`src/sv/rhh_pkg.sv`:
```
// shared types and constants of the robin hood hash table
`timescale 1ns / 1ps
`default_nettype none

package rhh_pkg;

    localparam int CAPACITY_DEF   = 64;
    localparam int KEY_BITS_DEF   = 64;
    localparam int VALUE_BITS_DEF = 32;

    localparam int FUNC_W   = 3;
    localparam int STATUS_W = 3;
    localparam int HASH_W   = 64;
    localparam int KEY_W    = 64;
    localparam int VALUE_W  = 32;

    typedef enum logic [FUNC_W-1:0] {
        FN_INSERT   = 3'd0,
        FN_FIND     = 3'd1,
        FN_REMOVE   = 3'd2,
        FN_INS_FIND = 3'd3,
        FN_CLEAR    = 3'd4
    } t_func;

    typedef enum logic [STATUS_W-1:0] {
        ST_INSERTED  = 3'd0,
        ST_UPDATED   = 3'd1,
        ST_FOUND     = 3'd2,
        ST_NOT_FOUND = 3'd3,
        ST_REMOVED   = 3'd4,
        ST_FULL      = 3'd5,
        ST_CLEARED   = 3'd6
    } t_status;

    // write enables of the slot store
    typedef struct packed {
        logic key;
        logic val;
        logic pdist;
    } t_st_we;

endpackage

`default_nettype wire

```
`src/sv/rhh_home.sv`:
```
// home slot unit: hash modulo capacity, mask or one hash byte per cycle
`timescale 1ns / 1ps
`default_nettype none

module rhh_home #(
    parameter int CAPACITY = rhh_pkg::CAPACITY_DEF
) (
    input  wire logic                        i_clk,
    input  wire logic                        i_rst_n,
    input  wire logic                        i_start,
    input  wire logic [rhh_pkg::HASH_W-1:0]  i_hash,
    output logic                             o_done,
    output logic [$clog2(CAPACITY)-1:0]      o_home
);
    localparam int IW    = $clog2(CAPACITY);
    localparam int BYTES = rhh_pkg::HASH_W / 8;
    localparam int NW    = $clog2(BYTES);
    localparam int TW    = IW + 8;
    localparam int MW    = 9;
    localparam int PW    = TW + MW;
    localparam bit POW2  = (CAPACITY & (CAPACITY - 1)) == 0;
    localparam logic [IW:0]   CAP_X = (IW + 1)'(CAPACITY);
    localparam logic [TW-1:0] CAP_T = TW'(CAPACITY);
    // floor of 2^TW / capacity, quotient estimate is at most one short
    localparam logic [MW-1:0] RECIP = MW'((1 << TW) / CAPACITY);
    localparam logic [NW-1:0] LAST  = NW'(BYTES - 1);

    logic                       r_busy, n_busy;
    logic                       r_done, n_done;
    logic [NW-1:0]              r_cnt, n_cnt;
    logic [rhh_pkg::HASH_W-1:0] r_sh, n_sh;
    logic [IW-1:0]              r_rem, n_rem;
    logic [TW-1:0]              w_t;
    logic [PW-1:0]              w_prod;
    logic [MW-1:0]              w_q;
    logic [TW-1:0]              w_sub;
    logic [IW:0]                w_r;

    assign w_t    = {r_rem, r_sh[rhh_pkg::HASH_W-1 -: 8]};
    assign w_prod = PW'(w_t) * PW'(RECIP);
    assign w_q    = w_prod[PW-1 -: MW];
    assign w_sub  = w_t - (TW'(w_q) * CAP_T);
    assign w_r    = w_sub[IW:0];

    always_comb begin
        n_busy = r_busy;
        n_done = 1'b0;
        n_cnt  = r_cnt;
        n_sh   = r_sh;
        n_rem  = r_rem;
        if (i_start) begin
            if (POW2) begin
                n_rem  = i_hash[IW-1:0];
                n_done = 1'b1;
            end else begin
                n_busy = 1'b1;
                n_sh   = i_hash;
                n_rem  = '0;
                n_cnt  = '0;
            end
        end else if (r_busy) begin
            // reciprocal estimate, then one correcting subtract
            n_rem = (w_r >= CAP_X) ? IW'(w_r - CAP_X) : IW'(w_r);
            n_sh  = {r_sh[rhh_pkg::HASH_W-9:0], 8'h00};
            n_cnt = r_cnt + 1'b1;
            if (r_cnt == LAST) begin
                n_busy = 1'b0;
                n_done = 1'b1;
            end
        end
    end

    always_ff @(posedge i_clk) begin
        if (!i_rst_n) begin
            r_busy <= 1'b0;
            r_done <= 1'b0;
            r_cnt  <= '0;
        end else begin
            r_busy <= n_busy;
            r_done <= n_done;
            r_cnt  <= n_cnt;
        end
        r_sh  <= n_sh;
        r_rem <= n_rem;
    end

    assign o_done = r_done;
    assign o_home = r_rem;

endmodule

`default_nettype wire

```
`config.mk`:
```
export PLATFORM = sky130hd
export DESIGN_NAME = rhh_home
export DESIGN_NICKNAME = d
export VERILOG_FILES = /design/src/sv/rhh_pkg.sv /design/src/sv/rhh_home.sv
export SDC_FILE = /design/constraint.sdc
export NUM_CORES = 1
export LEC_CHECK = 0
export BUFFER_PORTS_ARGS = -buffer_cell sky130_fd_sc_hd__buf_2
export CAP_MARGIN = 0
export CORE_UTILIZATION = 25
export CTS_CLUSTER_SIZE = 14
export DETAILED_ROUTE_END_ITERATION = 7
export PLACE_DENSITY = 0.82
export REMOVE_ABC_BUFFERS = 1
export SLEW_MARGIN = 10
export SYNTH_ARGS = -nofsm -noshare
export SYNTH_HDL_FRONTEND = slang
export SYNTH_SLANG_ARGS = --single-unit
```
`constraint.sdc`:
```
create_clock -name i_clk -period 1.5 [get_ports i_clk]
set_clock_uncertainty 0.2 [all_clocks]
set_input_delay 0.45 -clock i_clk [delete_from_list [all_inputs] [get_ports i_clk]]
set_output_delay 0.45 -clock i_clk [all_outputs]
set_load 0.05 [all_outputs]
```
Word-level counts from Yosys, hierarchy flattened. Cells that the tools add are included.

Register bits: 11. Input bits: 67. Output and inout bits: 7.

Add/subtract/negate cells: 3. Order comparisons: 1. Equal/unequal tests: 1. Multiplexer cells: 8. Bitwise operators: 1. Reduce and logical (&&, ||, !) cells: 2.

Operators with widths (count): $mux 6 (3); $ge 7x7->1 const B (1); $mux 1 (5); $add 3x1->3 const B (1); $eq 3x3->1 const B (1); $sub 2x1->3 const B (1); $reduce_and 2->1 (1); $reduce_bool 2->1 (1); $sub 1x1->2 const AB (1); $not 1->1 (1).

Logic depth before layout (Yosys ltp).
Word-level depth: 5. Mapped depth: 4. Gate-level depth less buffers: 4.

Least setup slack after synthesis. Ideal clock, no wire load.

Path kind: input-to-reg. Start: in i_start. End: reg r_rem[0], in the netlist o_home[0] (enable). Library setup time: 0.273 ns. Data arrival time: 0.839 ns. Required time: 1.027 ns. Path slack: 0.188 ns. Stages on the path: 2. Path through: buf_6 -> or2_1.

Cells in the longest elaborated chain, start to end: 1.

Ends and longest elaborated chain: start: declaration (line rhh_home.sv:10) `input wire logic i_start,`; $reduce_bool 2->1 (no line); end signal: assignment (line rhh_home.sv:84) `r_rem <= n_rem;`; end: declaration (line rhh_home.sv:32) `logic [IW-1:0] r_rem, n_rem;`.

No other way between the ends. A chain may end at the register's enable or synchronous reset.

Final worst setup path.
Start: reg r_done, in the netlist o_done. End: out o_done.

RTL lines: start: declaration (line rhh_home.sv:29) `logic r_done, n_done;`; start signal: assignment (line rhh_home.sv:80) `r_done <= n_done;`; end: declaration (line rhh_home.sv:12) `output logic o_done,`.

No word-level cell between the ends.

==> results.cfg <==
[pwr]
seq_power_share_pct = 53.1
leakage_nw = 0.255
power_density_nw_per_um2 = 1040
intPower_uw = 473
power_switching_uw = 164
p_sw_share_pct = 25.7
clockPowerShare_pct = 30.3
combPwrFrac_pct = 16.6
ir_drop_uv = 420

[global_routing]
grt_usage_pct = 7.95
antenna_found_initial = 0
grt_max_degree = 11
grt_pass1_wl_um = 1050
grt_pass1_vias = 282
overflow = 0

[clock_network]
cts_htree_levels = 1
cts_buffer_depth = 2
cts.sinks = 11
clkTransAtPathRegs_ns = 0.06
cts_buffers = 3
cts_setup_buffers = 0
cts_hold_buf = 0
tritoncts = built
cts-root-buf = clkbuf_4
cts-resized-gates = 1
clock_latency_ns = 0.26

[placed_design]
io_buffers = 15
gp_congestion = 0.688
dp.cells = 76
place_ws_ns = 0.159

[critical_path]
crit_arrival_ns = 0.82
worstSetupStartpoint = o_done$_SDFF_PN0_
worstPathBufferInverterCount = 1
crit_chain = buf_2
cp-end-kind = primary output
path_class = flip-flop to primary output
cp_slowest_cell = dfxtp_1
r2r_start = r_cnt[0]$_SDFFE_PN0P_
startpoint_type = flip-flop
crit_path_max_incr_delay_ns = 0.31
worstPathRequired_ns = 0.85
path_max_fanout = 1
reg2reg_slack_ns = 0.29
critical-path-top-delay-family = flip-flops

[floorplan]
die-area_sq_um = 1990
die_x_um = 44.6
die_y_um = 44.6
core-area_sq_um = 1710
num_rows = 15
initial_utilization_pct = 26.5
pin_count = 74

[finish]
final_util_pct = 35.8
antenna_cells = 0
drive_gt1_share_pct = 36.4
nets = 125
area_delta_synth_final_pct = 35.1
final_cells = 80

[sta]
slew_violations = 0
finalWorstSetupSlack_ns = 0.0302
hold_viol = 0
slew_headroom_pct = 83.4
finalCriticalPeriod_ns = 1.47
holdWs_ns = 0.269
min_period_over_period_pct = 98.0
worstMarginPinSlew_ns = 0.251
rsz0062_at_grt = true
setup_viol = 0
fmax_mhz = 680

[yosys]
post-synth-top-area-cell = edfxtp_1
netlist_instances = 36
synth_seq_area_share_pct = 61.9
ys_seq_elements = 11
ys_warn_count = 0
netlist_area_sq_um = 453
netlist_top_cells_area = edfxtp_1 40%, dfxtp_1 22%, and2_1 8.3%
ys.flop_type = edfxtp_1
synth-edff-count = 6
yosys.area.top_type_share_pct = 39.8
syn_avg_cell_area_sq_um = 12.6
synthTopCellsByCount = 6 x and2_1, 6 x edfxtp_1, 6 x nand2_1
synth_cell_types = 14
synthArstFlopShare_pct = 0

[drt]
finalWirelength_um = 673
via_count = 305
dr.pass1.iters = 1
route.detailed.drc = 0
wl_per_cell_um = 8.41
viasPerCell = 3.81
final_antenna_net_count = 0
dr.first_iter.drc_count = 0

[run_status]
outcome = finished clean

[hold_path]
hold_start = r_cnt[2]$_SDFFE_PN0P_
hp-class = flip-flop to flip-flop

[job]
maxCapViolCount = 0
[worst paths after layout]
| check | endpoint | cells after the start |
|---|---|---|
| hold reg to reg | r_cnt[2]$_SDFFE_PN0P_ | 2 |
| setup / recovery | o_done | 1 |
| hold / removal | r_cnt[2]$_SDFFE_PN0P_ | 2 |
| setup reg to reg | r_cnt[2]$_SDFFE_PN0P_ | 4 |
[per-layer routing]
metal  vias up  GRT usage (%)  share of wire (%)
met1       126           7.54                 41
met3         2           4.08                 15
met4         0           7.27                3.0
met2        18           12.4                 41
met5         -              0                  0
li1        159              -                  -
[cells by family (layout without fill, tap and decap cells)]
group	after synthesis	count (layout)	share of synthesized area, %
compound gates	3	3	3.31
fa+ha+maj	2	2	5.52
simple gates	16	16	21.5
buf+inv	2	21	3.31
mux	2	2	4.42
flops	11	11	61.9
[power by group through the flow]
stage	logic, mW	clock network (mW)	registers, mW
floorplan	0.0107	0	0.395
global placement	0.0930	0	0.342
detailed placement	0.0935	0	0.343
CTS	0.0948	0.201	0.336
global route	0.111	0.214	0.340
finish	0.106	0.193	0.339
[layout make-up]
type	instances	area, sq um
repair buffers	16	113
well taps	25	31.3
multi-input cells	23	158
clock buffers	4	26.3
inverters	1	3.75
fillers	178	1100
flip-flops and latches	11	280
[registers in the layout, indices dropped and copies added (netlist names)]
register and count:
r_cnt 3, o_done 1, o_home 6, r_busy 1
[placed cells by master (no fill, tap or decap)]
cell type	count
buf_6	4
a21oi_1	2
edfxtp_1	6
buf_2	9
clkbuf_1	1
dfxtp_1	5
nor2b_4	1
inv_1	1
buf_4	3
or2_1	1
clkbuf_4	3
ha_1	2
and2_1	6
nand4bb_1	1
o21ai_1	1
nand2_1	6
nor2b_1	1
mux2i_1	2
[worst reg2reg max path: stages (launching register included)]
cell     delay [ns]
dfxtp_1        0.32
ha_1           0.20
ha_1           0.26
nand2_1        0.04
mux2i_1        0.12
[through the flow]
stage | TNS [ns] | cell area (sq um) | total power [mW]
3_3_place_gp | 0 | 556 | 0.435
2_1_floorplan | 0 | 442 | 0.406
6_report | 0 | 612 | 0.638
3_5_place_dp | 0 | 556 | 0.436
5_1_grt | -0.0106 | 612 | 0.665
4_1_cts | 0 | 584 | 0.632
Power figures use the tool's default switching activity.
